### src/sv/md5_pkg.sv
// MD5 package: sine constants, rotate amounts, message word order, initial chaining values, channel structs.
// No dependencies.
package md5_pkg;
  localparam int WordWidth = 32;
  localparam int MsgDepth  = 16;
  localparam logic [31:0] InitA = 32'h67452301;
  localparam logic [31:0] InitB = 32'hefcdab89;
  localparam logic [31:0] InitC = 32'h98badcfe;
  localparam logic [31:0] InitD = 32'h10325476;

  function automatic logic [31:0] sine_const(input logic [5:0] i);
    logic [31:0] t [64];
    t = '{
      32'hd76aa478, 32'he8c7b756, 32'h242070db, 32'hc1bdceee, 32'hf57c0faf, 32'h4787c62a,
      32'ha8304613, 32'hfd469501, 32'h698098d8, 32'h8b44f7af, 32'hffff5bb1, 32'h895cd7be,
      32'h6b901122, 32'hfd987193, 32'ha679438e, 32'h49b40821, 32'hf61e2562, 32'hc040b340,
      32'h265e5a51, 32'he9b6c7aa, 32'hd62f105d, 32'h02441453, 32'hd8a1e681, 32'he7d3fbc8,
      32'h21e1cde6, 32'hc33707d6, 32'hf4d50d87, 32'h455a14ed, 32'ha9e3e905, 32'hfcefa3f8,
      32'h676f02d9, 32'h8d2a4c8a, 32'hfffa3942, 32'h8771f681, 32'h6d9d6122, 32'hfde5380c,
      32'ha4beea44, 32'h4bdecfa9, 32'hf6bb4b60, 32'hbebfbc70, 32'h289b7ec6, 32'heaa127fa,
      32'hd4ef3085, 32'h04881d05, 32'hd9d4d039, 32'he6db99e5, 32'h1fa27cf8, 32'hc4ac5665,
      32'hf4292244, 32'h432aff97, 32'hab9423a7, 32'hfc93a039, 32'h655b59c3, 32'h8f0ccc92,
      32'hffeff47d, 32'h85845dd1, 32'h6fa87e4f, 32'hfe2ce6e0, 32'ha3014314, 32'h4e0811a1,
      32'hf7537e82, 32'hbd3af235, 32'h2ad7d2bb, 32'heb86d391};
    return t[i];
  endfunction

  function automatic logic [4:0] rot_amount(input logic [5:0] i);
    logic [4:0] r [16];
    r = '{5'd7, 5'd12, 5'd17, 5'd22, 5'd5, 5'd9, 5'd14, 5'd20,
          5'd4, 5'd11, 5'd16, 5'd23, 5'd6, 5'd10, 5'd15, 5'd21};
    return r[{i[5:4], i[1:0]}];
  endfunction

  // message word index for step i
  function automatic logic [3:0] msg_index(input logic [5:0] i);
    logic [3:0] s;
    s = i[3:0];
    unique case (i[5:4])
      2'd0: msg_index = s;
      2'd1: msg_index = 4'((s << 2) + s + 4'd1);
      2'd2: msg_index = 4'((s << 1) + s + 4'd5);
      default: msg_index = 4'((s << 3) - s);
    endcase
  endfunction

  typedef struct packed {
    logic [7:0] data_byte;
    logic       byte_present;
    logic       end_of_message;
  } in_item_t;

  typedef struct packed {
    logic [31:0] digest_word;
    logic [1:0]  word_number;
    logic        final_word;
  } out_item_t;
endpackage

### src/sv/md5_if.sv
// Valid/ready channel interface carrying one payload struct.
// No dependencies.
interface md5_if #(parameter type payload_t = logic) ();
  logic     valid;
  logic     ready;
  payload_t payload;
  modport source (output valid, output payload, input ready);
  modport sink (input valid, input payload, output ready);
endinterface

### src/sv/md5_ram.sv
// Generic single-port-write, single-read RAM with registered read.
// No dependencies.
module md5_ram #(
  parameter int Width = 32,
  parameter int Depth = 16
) (
  input  logic                     clk,
  input  logic                     we,
  input  logic [$clog2(Depth)-1:0] waddr,
  input  logic [Width-1:0]         wdata,
  input  logic [$clog2(Depth)-1:0] raddr,
  output logic [Width-1:0]         rdata
);
  logic [Width-1:0] mem [Depth];
  always_ff @(posedge clk) begin
    if (we) mem[waddr] <= wdata;
    rdata <= mem[raddr];
  end
endmodule

### src/sv/md5_message_digest.sv
// MD5 hash top level: byte packing, padding, compression, digest output.
// Depends on md5_pkg, md5_if, md5_ram.
//
//  channel  | dir | payload
//  in_ch    | in  | data_byte, byte_present, end_of_message
//  out_ch   | out | digest_word, word_number, final_word
//
// A byte is taken while idle; the 64th byte of a block adds a compression,
// one step a cycle through the message word RAM read port. The end mark
// adds padding writes from the end word on, two length writes and one
// compression; past byte 55 another compression and 16 more padding
// writes come first. Then four output requests. Reset is synchronous and
// restores the chaining words. Input stalls in every state but idle.
module md5_message_digest (
  input logic clk,
  input logic rst,
  md5_if.sink   in_ch,
  md5_if.source out_ch
);
  import md5_pkg::*;
  localparam int Aw = $clog2(MsgDepth);

  typedef enum logic [2:0] {
    S_IDLE, S_COMP, S_PAD, S_LEN, S_OUT
  } state_t;

  state_t      state;
  logic [31:0] ca, cb, cc, cd, va, vb, vc, vd;
  logic [63:0] byte_count;
  logic [31:0] wbuf;     // partial word being packed
  logic [6:0]  step;     // 0..64 compression; pad word counter
  logic        pad_more; // second compression still needed
  logic        pad_all;  // all-zero block: write every word
  logic        fin;      // compression ends the message
  logic [1:0]  onum;

  logic            we;
  logic [Aw-1:0]   waddr, raddr;
  logic [31:0]     wdata, rdata;

  md5_ram #(.Width(WordWidth), .Depth(MsgDepth)) u_ram (
    .clk, .we, .waddr, .wdata, .raddr, .rdata
  );

  in_item_t it;
  assign it = in_ch.payload;
  assign in_ch.ready = (state == S_IDLE);
  wire acc = in_ch.valid && in_ch.ready;

  logic [5:0] pos;
  logic [31:0] packed_w;
  assign pos = byte_count[5:0];
  always_comb begin
    packed_w = wbuf;
    packed_w[pos[1:0]*8 +: 8] = it.data_byte;
  end

  // pad word for word index k after end position p
  logic [5:0] ep;      // end position after optional byte
  logic [5:0] pp;
  logic [31:0] pad_w;
  logic [3:0]  pk;
  assign ep = it.byte_present ? 6'(pos + 6'd1) : pos;
  assign pk = step[3:0];
  always_comb begin
    pad_w = 32'd0;
    for (int j = 0; j < 4; j++) begin
      if ({pk, 2'(j)} < pp) pad_w[j*8 +: 8] = wbuf[j*8 +: 8];
      else if ({pk, 2'(j)} == pp) pad_w[j*8 +: 8] = 8'h80;
    end
  end

  // compression step datapath; rdata holds word for step-1
  logic [5:0]  cs;
  logic [31:0] f, sum, rot;
  logic [4:0]  ra;
  assign cs = 6'(step - 7'd1);
  always_comb begin
    unique case (cs[5:4])
      2'd0: f = (vb & vc) | (~vb & vd);
      2'd1: f = (vb & vd) | (vc & ~vd);
      2'd2: f = vb ^ vc ^ vd;
      default: f = vc ^ (vb | ~vd);
    endcase
    sum = f + va + sine_const(cs) + rdata;
    ra  = rot_amount(cs);
    rot = (sum << ra) | (sum >> (6'd32 - {1'b0, ra}));
  end

  logic [63:0] bits;
  assign bits = {byte_count[60:0], 3'b000};

  always_comb begin
    we = 1'b0; waddr = '0; wdata = packed_w;
    raddr = msg_index(step[5:0]);
    if (acc && it.byte_present && pos[1:0] == 2'd3) begin
      we = 1'b1; waddr = pos[5:2];
    end else if (state == S_PAD) begin
      // words below the end word keep their data
      we = pad_all || (pk >= pp[5:2]); waddr = pk; wdata = pad_w;
    end else if (state == S_LEN) begin
      we = 1'b1; waddr = Aw'(step[0] ? 15 : 14);
      wdata = step[0] ? bits[63:32] : bits[31:0];
    end
  end

  out_item_t oi;
  always_comb begin
    oi.word_number = onum;
    oi.final_word  = (onum == 2'd3);
    unique case (onum)
      2'd0: oi.digest_word = ca;
      2'd1: oi.digest_word = cb;
      2'd2: oi.digest_word = cc;
      default: oi.digest_word = cd;
    endcase
  end
  assign out_ch.payload = oi;
  assign out_ch.valid = (state == S_OUT);

  function automatic logic in_ch_pending_pad(input logic [5:0] p, input logic m);
    return m && p != 6'd0;
  endfunction

  always_ff @(posedge clk) begin
    if (rst) begin
      state <= S_IDLE;
      ca <= InitA; cb <= InitB; cc <= InitC; cd <= InitD;
      byte_count <= '0; step <= '0; onum <= '0;
      pad_more <= 1'b0; pad_all <= 1'b0; fin <= 1'b0;
    end else begin
      unique case (state)
        S_IDLE: if (acc) begin
          step <= '0;
          va <= ca; vb <= cb; vc <= cc; vd <= cd;
          if (it.byte_present) begin
            wbuf <= packed_w;
            byte_count <= byte_count + 64'd1;
          end
          if (it.byte_present && pos == 6'd63) begin
            // byte completing block: compress it first; at message end, then pad a fresh block
            state <= S_COMP;
            fin <= 1'b0;
            pad_more <= 1'b0;
            pp <= it.end_of_message ? 6'd0 : 6'd63;
          end else if (it.end_of_message) begin
            state <= S_PAD;
            fin <= 1'b0;
            pp <= ep;
            pad_more <= (ep >= 6'd56);
            pad_all <= 1'b0;
          end
        end
        S_PAD: begin
          if (pk == 4'd15) begin
            step <= '0;
            pad_all <= 1'b0;
            va <= ca; vb <= cb; vc <= cc; vd <= cd;
            if (pad_more) begin state <= S_COMP; fin <= 1'b0; end
            else state <= S_LEN;
          end else step <= step + 7'd1;
        end
        S_LEN: begin
          if (step[0]) begin
            step <= '0; state <= S_COMP; fin <= 1'b1;
          end else step <= step + 7'd1;
        end
        S_COMP: begin
          if (step != 7'd0) begin
            va <= vd; vd <= vc; vc <= vb; vb <= vb + rot;
          end
          if (step == 7'd64) begin
            ca <= ca + vd; cb <= cb + vb + rot; cc <= cc + vb; cd <= cd + vc;
            step <= '0;
            if (fin) begin state <= S_OUT; onum <= '0; end
            else if (in_ch_pending_pad(pp, pad_more)) begin
              // first of two end blocks done: next block is all zero before length
              pad_more <= 1'b0;
              pad_all <= 1'b1;
              pp <= 6'd63;
              wbuf <= '0;
              state <= S_PAD;
            end else if (pp == 6'd0) begin
              wbuf <= '0;
              state <= S_PAD;
            end else state <= S_IDLE;
          end else step <= step + 7'd1;
        end
        S_OUT: if (out_ch.ready) begin
          onum <= onum + 2'd1;
          if (onum == 2'd3) begin
            state <= S_IDLE;
            ca <= InitA; cb <= InitB; cc <= InitC; cd <= InitD;
            byte_count <= '0;
          end
        end
        default: state <= S_IDLE;
      endcase
    end
  end
endmodule
### src/flat_wrapper.sv
// flat-port wrapper written by rule: the top's interface ports become plain ports
module md5_message_digest_flat import md5_pkg::*;
  (clk, rst, in_ch_valid, in_ch_payload, in_ch_ready, out_ch_valid, out_ch_payload, out_ch_ready);
  md5_if in_ch_i ();
  md5_if out_ch_i ();
  input logic clk;
  input logic rst;
  input wire logic [$bits(in_ch_i.valid)-1:0] in_ch_valid;
  input wire logic [$bits(in_ch_i.payload)-1:0] in_ch_payload;
  output wire logic [$bits(in_ch_i.ready)-1:0] in_ch_ready;
  output wire logic [$bits(out_ch_i.valid)-1:0] out_ch_valid;
  output wire logic [$bits(out_ch_i.payload)-1:0] out_ch_payload;
  input wire logic [$bits(out_ch_i.ready)-1:0] out_ch_ready;
  assign in_ch_i.valid = in_ch_valid;
  assign in_ch_i.payload = in_ch_payload;
  assign in_ch_ready = in_ch_i.ready;
  assign out_ch_valid = out_ch_i.valid;
  assign out_ch_payload = out_ch_i.payload;
  assign out_ch_i.ready = out_ch_ready;
  md5_message_digest u_core (.clk(clk), .rst(rst), .in_ch(in_ch_i), .out_ch(out_ch_i));
endmodule
### config.mk
export PLATFORM = sky130hd
export DESIGN_NAME = md5_message_digest_flat
export DESIGN_NICKNAME = d
export VERILOG_FILES = /design/src/sv/md5_pkg.sv /design/src/sv/md5_if.sv /design/src/sv/md5_ram.sv /design/src/sv/md5_message_digest.sv /design/src/flat_wrapper.sv
export SDC_FILE = /design/constraint.sdc
export NUM_CORES = 1
export LEC_CHECK = 0
export BUFFER_PORTS_ARGS = -buffer_cell sky130_fd_sc_hd__buf_2
export CAP_MARGIN = 20
export CORE_MARGIN = 5
export CORE_UTILIZATION = 47
export DETAILED_ROUTE_END_ITERATION = 16
export PLACE_DENSITY = 0.64
export SYNTH_ARGS = -nofsm -noshare
export SYNTH_HDL_FRONTEND = slang
export SYNTH_SLANG_ARGS = --single-unit
export TNS_END_PERCENT = 50
### constraint.sdc
create_clock -name clk -period 3.55 [get_ports clk]
set_input_delay 0.5325 -clock clk [delete_from_list [all_inputs] [get_ports clk]]
set_output_delay 0.5325 -clock clk [all_outputs]
set_load 0.02 [all_outputs]
# Yosys cells after proc, flatten, opt, wreduce, memory -nomap -nowiden

Index checks and enable logic that the tools add are counted.

Bits in registers: 20
Bits in latches: 0
RAM bits: 0
Memory bits (read-only): 0
Bits of input ports: 5
Output and inout bits: 3
Memories kept: 0

$add $sub $neg: 2
Multiply operators: 0
Divide/modulo/power cells: 0
Order comparisons: 0
Equal/unequal tests: 18
Shift-type cells: 0
Multiplexer cells: 37
Bitwise logic cells: 1
Reductions and logical operators: 15

Operators with widths:

| operator                                                                 | number |
|---|---|
| 6-bit 2-to-1 mux                                                         | 5 |
| 7-bit 2-to-1 mux                                                         | 4 |
| 7-bit one-hot mux with 4 select lines                                    | 1 |
| 3-bit 2-to-1 mux                                                         | 9 |
| 3-bit one-hot mux with 5 select lines                                    | 1 |
| 2-bit by 1-bit inequality test with 1-bit output (second input constant) | 7 |
| 7-bit AND reduction                                                      | 2 |
| 6-bit one-hot mux with 2 select lines                                    | 1 |
| 6-bit AND reduction                                                      | 2 |
| 2-bit 2-to-1 mux                                                         | 5 |
| 1-bit 2-to-1 mux                                                         | 8 |
| 2-bit inequality test (second input constant)                            | 4 |
| 7-bit by 1-bit adder with 7-bit output (second input constant)           | 1 |
| 7-bit equality test (second input constant)                              | 1 |
| 3-bit by 2-bit equality test with 1-bit output (second input constant)   | 2 |
| 6-bit zero test                                                          | 1 |
| 6-bit nonzero test                                                       | 1 |
| 4-bit equality test (second input constant)                              | 1 |
| 2-bit one-hot mux with 2 select lines                                    | 1 |
| 4-bit AND reduction                                                      | 1 |
| 2-bit nonzero test                                                       | 2 |
| 4-bit nonzero test                                                       | 1 |
| 3-bit by 1-bit equality test with 1-bit output (second input constant)   | 1 |
| 3-bit equality test (second input constant)                              | 1 |
| other kinds (9)                                                          | 10 |

# Longest topological paths before layout

Gate-level depths: netlist (run 1).

Depth in word-level cells: 6
Mapped depth: 6
Depth with buffers taken out: 6

# Worst setup path before layout (run 1)

OpenSTA, ideal clock, no wires.

Kind: register to register
Start point: register u_core.step[0]
End point: register u_core.state[0]
Arrival: 1.672 ns
Required time: 3.454 ns
Slack: 1.782 ns
Cell stages (with the launch flop): 7
Buffers on the path: 1
Period minus slack after synthesis: 1.768 ns
Path through: dfxtp_1 -> ha_1 -> nand3_2 -> and3b_1 -> buf_6 -> or4b_4 -> o41ai_2

Longest elaborated chain between the ends: 3
Elaborated cells between the ends (all ways): 6
Those cells by class: eq/ne: 5; reduce/logical: 1

Ends and longest elaborated chain:

| item                                                                                                              | RTL line                                             | RTL |
|---|---|---|
| start, declared                                                                                                   | md5_message_digest.sv:31                             | `logic [6:0] step;` |
| start signal, assigned                                                                                            | md5_message_digest.sv:161                            | `end else step <= step + 7'd1;` |
| start signal, assigned                                                                                            | md5_message_digest.sv:166                            | `end else step <= step + 7'd1;` |
| start signal, assigned                                                                                            | md5_message_digest.sv:187                            | `end else step <= step + 7'd1;` |
| 7-bit equality test / 4-bit equality test (equally long branches)                                                 | md5_message_digest.sv:172, md5_message_digest.sv:155 |  |
| 2-bit by 1-bit inequality test with 1-bit output (no source line) / 2-bit inequality test (equally long branches) | n/a                                                  |  |
| 7-bit AND reduction (no source line) (*)                                                                          | n/a                                                  |  |
| end signal, assigned                                                                                              | md5_message_digest.sv:175                            | `if (fin) begin state <= S_OUT; onum <= '0; end` |
| end signal, assigned                                                                                              | md5_message_digest.sv:182                            | `state <= S_PAD;` |
| end signal, assigned                                                                                              | md5_message_digest.sv:185                            | `state <= S_PAD;` |
| end, declared                                                                                                     | md5_message_digest.sv:27                             | `state_t state;` |

Every way passes the cells marked *; elsewhere a longest branch is shown, timed or not.
A chain may end at the register's enable or synchronous reset.

# Worst setup path after layout (run 1)

Start point: register u_core.state[2]
End point: output out_ch_valid

Longest elaborated chain between the ends: 1

Ends and longest elaborated chain:

| item                   | RTL line                  | RTL |
|---|---|---|
| start signal, assigned | md5_message_digest.sv:127 | `state <= S_IDLE;` |
| start signal, assigned | md5_message_digest.sv:142 | `state <= S_COMP;` |
| start signal, assigned | md5_message_digest.sv:147 | `state <= S_PAD;` |
| 3-bit equality test    | md5_message_digest.sv:119 | `assign out_ch.valid = (state == S_OUT);` |
| end, declared          | flat_wrapper.sv:11        | `output wire logic [$bits(out_ch_i.valid)-1:0] out_ch_valid;` |

Every way passes these cells.

==> results.md, run 1 <==
* Most frequent cells in the layout: 14 x nand2_1, 13 x dfxtp_1, 8 x a21oi_1
* H-tree level count at 1
* Startpoint types: register
* Dpl cell area at ~940 sq um
* Worst Max-Slew Pin Slew at 0.4863 ns
* Highest clock rate at approximately 0.47 GHz
* Die area at 2908 sq um
* Number of distinct standard cells referenced by the synthesized netlist at ~40
* CP max stage delay at about 0.63 ns
* Top-area cell type share of the netlist area at roughly 29%
* # DRC at 0
* Cell Rows at 15
* Setup Skew at 0.006698 ns
* CTS tree: yes
* Initial Utilization at 50.88%
* Final setup vio count at 0
* Area delta synth->final at 7.034%
* Avg Cell Area, Syn at between 8 and 9 sq um
* Global-route usage over all layers at 15.50%
* Crit Path Max Fanout at 14
* Clock-pin slew of the registers on the worst-case setup and hold paths at 0.08 ns
* Final hold violations at 0
* Sinks on Clock Net at 14
* Leading area contributor after synthesis: dfxtp_1
* Clock latency on the worst-skew pair at around 0.28 ns
* Total CTS buffers at 3
* Routed wire per std cell at 13.52 microns
* CTS Hold Bufs at 0
* Final Cell Area at about 1000 sq um
* Fraction of layout cells with a size suffix above 1 at 14.66%
* FF+latch count, synth at 14
* Commonest non-fill, non-tap cell in the layout: nand2_1
* Number of max-cap violations at 0
* Yosys warns at 0
* Antenna violations before repair at 0
* Detailed Place HPWL at 1423 microns
* WS Path Type: register to primary output
* Die width at roughly 54 microns
* Asr flop ratio synth at 0%
* CP max stage cell: dfxtp_1
* Via/cell ratio at about 5.6
* Ys flop type: dfxtp_1
* RSZ-0062 raised after global routing: no
* Routability cong. at between 0.8 and 0.9
* Arr. time, crit path at about 1.6 ns
* Slew Limit Fails at 0
* Final Cycle Share at between 50% and 60%
* Status: completed
* HP Class: register to register
* GRT overflow at 0
* Pre-antenna DRT Iters at 4
* CP required at approximately 3.0 ns
* Final ANT Viol Nets at 0
* 1st-iter DRT viols at 22
* Peak supply drop at around 0.26 mV
* Power per Cell Area at between 500 and 600 nW/um^2
* Mapped Cells at between 100 and 150
* Slew headroom at between 60% and 70%
* Filler Cells Inserted at around 170
* First-pass GRT wire length at between 3000 and 4000 microns
* Overall routed net length at about 1900 microns
* Height of the die at between 50 and 60 microns
* Layout net count at around 130
* Total setup buffers inserted after CTS at 0
* Clock Path Buffers at 2
* Area contributors post-synth: dfxtp_1 29%, ha_1 6.9%, nand2_1 5.8%
* CP Cell Sequence: nor3b_1, buf_2
* Root Buffer: clkbuf_4
* Largest net degree at the start of global routing at 15
* Core area at 1783 sq um
* Via count at 791
* IO Pins at 8
* Minimum clock period at between 2 and 2.5 ns
* Leakage at roughly 0.38 nW
* Post-cts sizing count at 0
* Port bufs at 7
* # diodes at 0
* Vias in the first global route at roughly 760
* Post-synth EDFFs at 1
* Setup TNS at 0 ns
* Mapped Area at around 910 sq um
* Sequential fraction of the synthesis area at between 30% and 40%
* Crit end category: primary output
* Post-Syn Nets at 120
==> kinds of logic (layout without fill, tap and decap cells) <==
logic type	count (synthesis)	count (layout)	share of synthesized area, %
buffers and inverters	12	18	6.070
AO/OA/AOI/OAI	28	28	21.10
flip-flops	14	14	32.00
XOR/XNOR	1	1	0.9657
adder cells (fa/ha/maj)	5	5	6.897
AND/OR/NAND/NOR	49	49	31.86
multiplexers	1	1	1.103
==> per-layer routing <==
| layer | up-vias | share of wire [%] | wire length [microns] | track usage, % |
|---|---|---|---|---|
| li1 | 415 | - | - | - |
| met1 | 358 | 51 | 969 | 21.51 |
| met2 | 14 | 44 | 837 | 23.59 |
| met3 | 4 | 3.7 | 71 | 3.047 |
| met4 | 0 | 1.4 | 27 | 5.532 |
| met5 | - | 0 | 0 | 0 |
==> stage by stage <==
stage	worst slack (ns)	instances	power, mW	utilization (%)	hold slack [ns]
floorplan	1.782	110	0.3674	-	0.4516
global placement	1.748	137	0.3945	52.98	0.4639
detailed placement	1.707	137	0.3987	52.98	0.4825
CTS	1.433	141	0.4932	54.46	0.4943
global route	1.299	141	0.5313	54.46	0.5324
finish	1.442	141	0.4913	54.46	0.4855
==> sequential cells by signal, indices dropped and copies added, names as in the netlist <==
name,flops
u_core.fin,1
u_core.pp,1
u_core.step,7
u_core.state,3
u_core.onum,2
==> Yosys cell counts, types with 3 or more instances <==
| library cell | number |
|---|---|
| ha_1 | 5 |
| o21ai_0 | 4 |
| nand2_1 | 14 |
| nor3b_1 | 3 |
| dfxtp_1 | 13 |
| a21oi_1 | 8 |
| nor3_1 | 4 |
| nor2_1 | 5 |
| nand2b_1 | 3 |
| nand3_1 | 6 |
| inv_1 | 7 |
==> where the power goes <==
group          switching [mW]  leakage [nW]  internal [mW]
Sequential             0.0396         0.115          0.179
Clock                  0.0535        0.0150         0.0435
Combinational          0.0994         0.249         0.0765
Total                   0.192         0.379          0.299
==> critical path: cells and delay by family, from the launching register on <==
family	cells	cell delay, ns
and+or+nand+nor	1	0.43
buffers and inverters	1	0.24
DFF	1	0.63
==> path summary, 6_finish.rpt <==
check                                      from               to  slack [ns]  depth (start not counted)
worst max-delay path            u_core.state[2]     out_ch_valid        1.44                          2
worst min-delay path             u_core.onum[1]   u_core.onum[1]        0.49                          2
worst max register to register   u_core.step[0]  u_core.state[0]        1.68                          5
worst min register to register   u_core.onum[1]   u_core.onum[1]        0.49                          2
==> cell type report <==
type                    count  area [sq um]  area share (%)
multi-input cells          84         561.8           57.86
flip-flops and latches     14         290.3           29.90
repair buffers              7         35.03           3.608
well taps                  25         31.28           3.222
clock buffers               4         26.28           2.706
inverters                   7         26.28           2.706
No activity file was read; power rests on OpenSTA's default activity.
==> run 2, diff against run 1 <==
Clock period 3.55 ns to 2 ns, I/O delays scaled along.
==> run 2 against run 1 <==
Effect of this change: final area up 2.3%; wire length up 1.2%; clock skew down 0.0053 ns; die area unchanged; clock power up 74%; sequential share of layout area down 0.68 points; sequential cell count unchanged; worst setup slack worse by 1.3 ns; critical path depth up 3; cell count up 2.1%; highest routed layer unchanged.
==> results.md, run 2 (synthesis gave the netlist of run 1 again) <==
* Most frequent cells in the layout: 14 x nand2_1, 13 x dfxtp_1, 8 x a21oi_1
* Die width at between 50 and 60 microns
* Core area at about 1800 sq um
* Minimum clock period at between 1.5 and 2 ns
* Crit Path Max Fanout at 7
* Detailed Place HPWL at approximately 1500 microns
* Setup TNS at 0 ns
* CP top delay family: simple AND/OR/NAND/NOR gates
* Filler Cells Inserted at roughly 170
* Hold wc startpoint: out_ch_ready
* WS Path Type: register to register
* Routability cong. at between 0.8 and 0.9
* Metal2 WL at 848 microns
* Area of the multi-input gates at 561.8 sq um
* Die area at ~2900 sq um
* Vias in the first global route at 784
* Largest regs: u_core.step: 7 flops, u_core.state: 3 flops, u_core.onum: 2 flops
* Sinks on Clock Net at 14
* CP max stage cell: or4b_4
* Startpoint types: register
* Routed wire per std cell at about 13 microns
* Slew Limit Fails at 0
* Metal-1 WL at 914 microns
* Initial Utilization at about half
* Power per Cell Area at about 900 nW/um^2
* Antenna violations before repair at 0
* First-pass GRT wire length at around 3300 microns
* Clock latency on the worst-skew pair at ~0.28 ns
* Via count at ~800
* Slew headroom at between 70% and 80%
* Setup WS pre-CTS at between 0.1 and 0.15 ns
* Leakage at ~0.4 nW
* Final setup vio count at 0
* Global-route usage over all layers at 15.99%
* DR WL met3 at roughly 87 microns
* Reg-to-reg endpoint: u_core.state[0]
* R2r setup slk at between 0.1 and 0.15 ns
* Worst path bufs/invs at 0
* Clock Path Buffers at 2
* Post-cts sizing count at 0
* Final hold violations at 0
* Start point of the critical path: u_core.step[0]
* HP Class: input pin to register
* Overall routed net length at 1929 microns
* Height of the die at between 50 and 60 microns
* H-tree level count at 1
* Highest clock rate at 0.5333 GHz
* Status: completed
* Final worst-path setup slack at ~0.12 ns
* CP Cell Sequence: ha_1, nand3_2, and3b_1, or4b_4, o41ai_2
* Area delta synth->final at 9.517%
* Commonest non-fill, non-tap cell in the layout: nand2_1
* Via/cell ratio at between 5 and 6
* Worst Hold End: u_core.onum[1]
* Clock-pin slew of the registers on the worst-case setup and hold paths at 0.08 ns
* Fraction of layout cells with a size suffix above 1 at 16.81%
* GRT overflow at 0
* Final ANT Viol Nets at 0
* Cell Rows at 15
* Number of max-cap violations at 0
* Peak supply drop at ~0.42 mV
* Worst Max-Slew Pin Slew at just under 0.4 ns
* Top Metal Used: met4
* CTS Hold Bufs at 0
* Crit end category: register
* Pre-antenna DRT Iters at 4
* Tot Pwr at 0.8817 mW
* Layout net count at 130
* Total setup buffers inserted after CTS at 0
* CTS tree: yes
* Reg2reg path depth at 5
* Final Cycle Share at a little over nine tenths
* # diodes at 0
* RSZ-0062 raised after global routing: no
* # DRC at 0
* Seq. cell area at 290.3 sq um
* Max reg flops at 7
* IO Pins at 8
* Total CTS buffers at 3
* Worst r2r src: u_core.step[0]
* CP max stage delay at ~0.56 ns
* Setup Skew at between 0.001 and 0.0015 ns
* Root Buffer: clkbuf_4
* Dpl cell area at approximately 970 sq um
* Final Cell Area at between 900 and 1000 sq um
* Largest net degree at the start of global routing at 13
* Top reg by flops: u_core.step
* Arr. time, crit path at about 2.1 ns
* Port bufs at 7
* CP required at about 2.2 ns
* Hold Crit Depth at 3
* 1st-iter DRT viols at 21
==> run 2: changes by cell type in the layout (fill, tap and decap cells not counted), sizes merged <==
cell,delta
buf,+3
==> run 2: worst min-delay path, delay by kind of cell <==
kind | cells | cell delay (ns)
simple gates | 1 | 0.07
compound gates | 1 | 0.06
buf+inv | 1 | 0.11
==> run 2: per-stage QoR <==
step / util [%] / hold WS [ns] / instances
floorplan: - / 0.4516 / 110
global placement: 54.25 / 0.4628 / 140
detailed placement: 54.25 / 0.4828 / 140
CTS: 55.72 / 0.2959 / 144
global route: 55.72 / 0.3454 / 144
finish: 55.72 / 0.3053 / 144
==> run 2: power by group <==
part           internal [mW]  switching [mW]  total, mW  leakage [nW]
sequential             0.318          0.0542      0.372         0.115
combinational          0.150           0.191      0.341         0.265
clock                 0.0775          0.0911      0.169        0.0150
total                  0.545           0.337      0.882         0.395
==> run 2: how the worst max path moves through the flow <==
stage / to / slack, ns / cells past startpoint
3_3_place_gp: u_core.state[0] / 0.21 / 5
4_1_cts: u_core.state[0] / 0.13 / 5
3_5_place_dp: u_core.state[0] / 0.15 / 5
2_1_floorplan: u_core.state[0] / 0.23 / 6
6_report: u_core.state[0] / 0.12 / 5
5_1_grt: u_core.state[0] / 0.02 / 5
==> run 2: metal layers <==
layer | GRT usage, % | vias up
li1 | - | 418
met1 | 17.86 | 360
met2 | 25.40 | 18
met3 | 3.047 | 7
met4 | 14.47 | 0
met5 | 0 | -
==> run 2: final cells by class <==
cell class / count / area share [%]
Multi-Input combinational cell: 84 / 56.55
Clock buffer: 4 / 2.645
Sequential cell: 14 / 29.22
Tap cell: 25 / 3.149
Timing Repair Buffer: 10 / 5.793
Inverter: 7 / 2.645
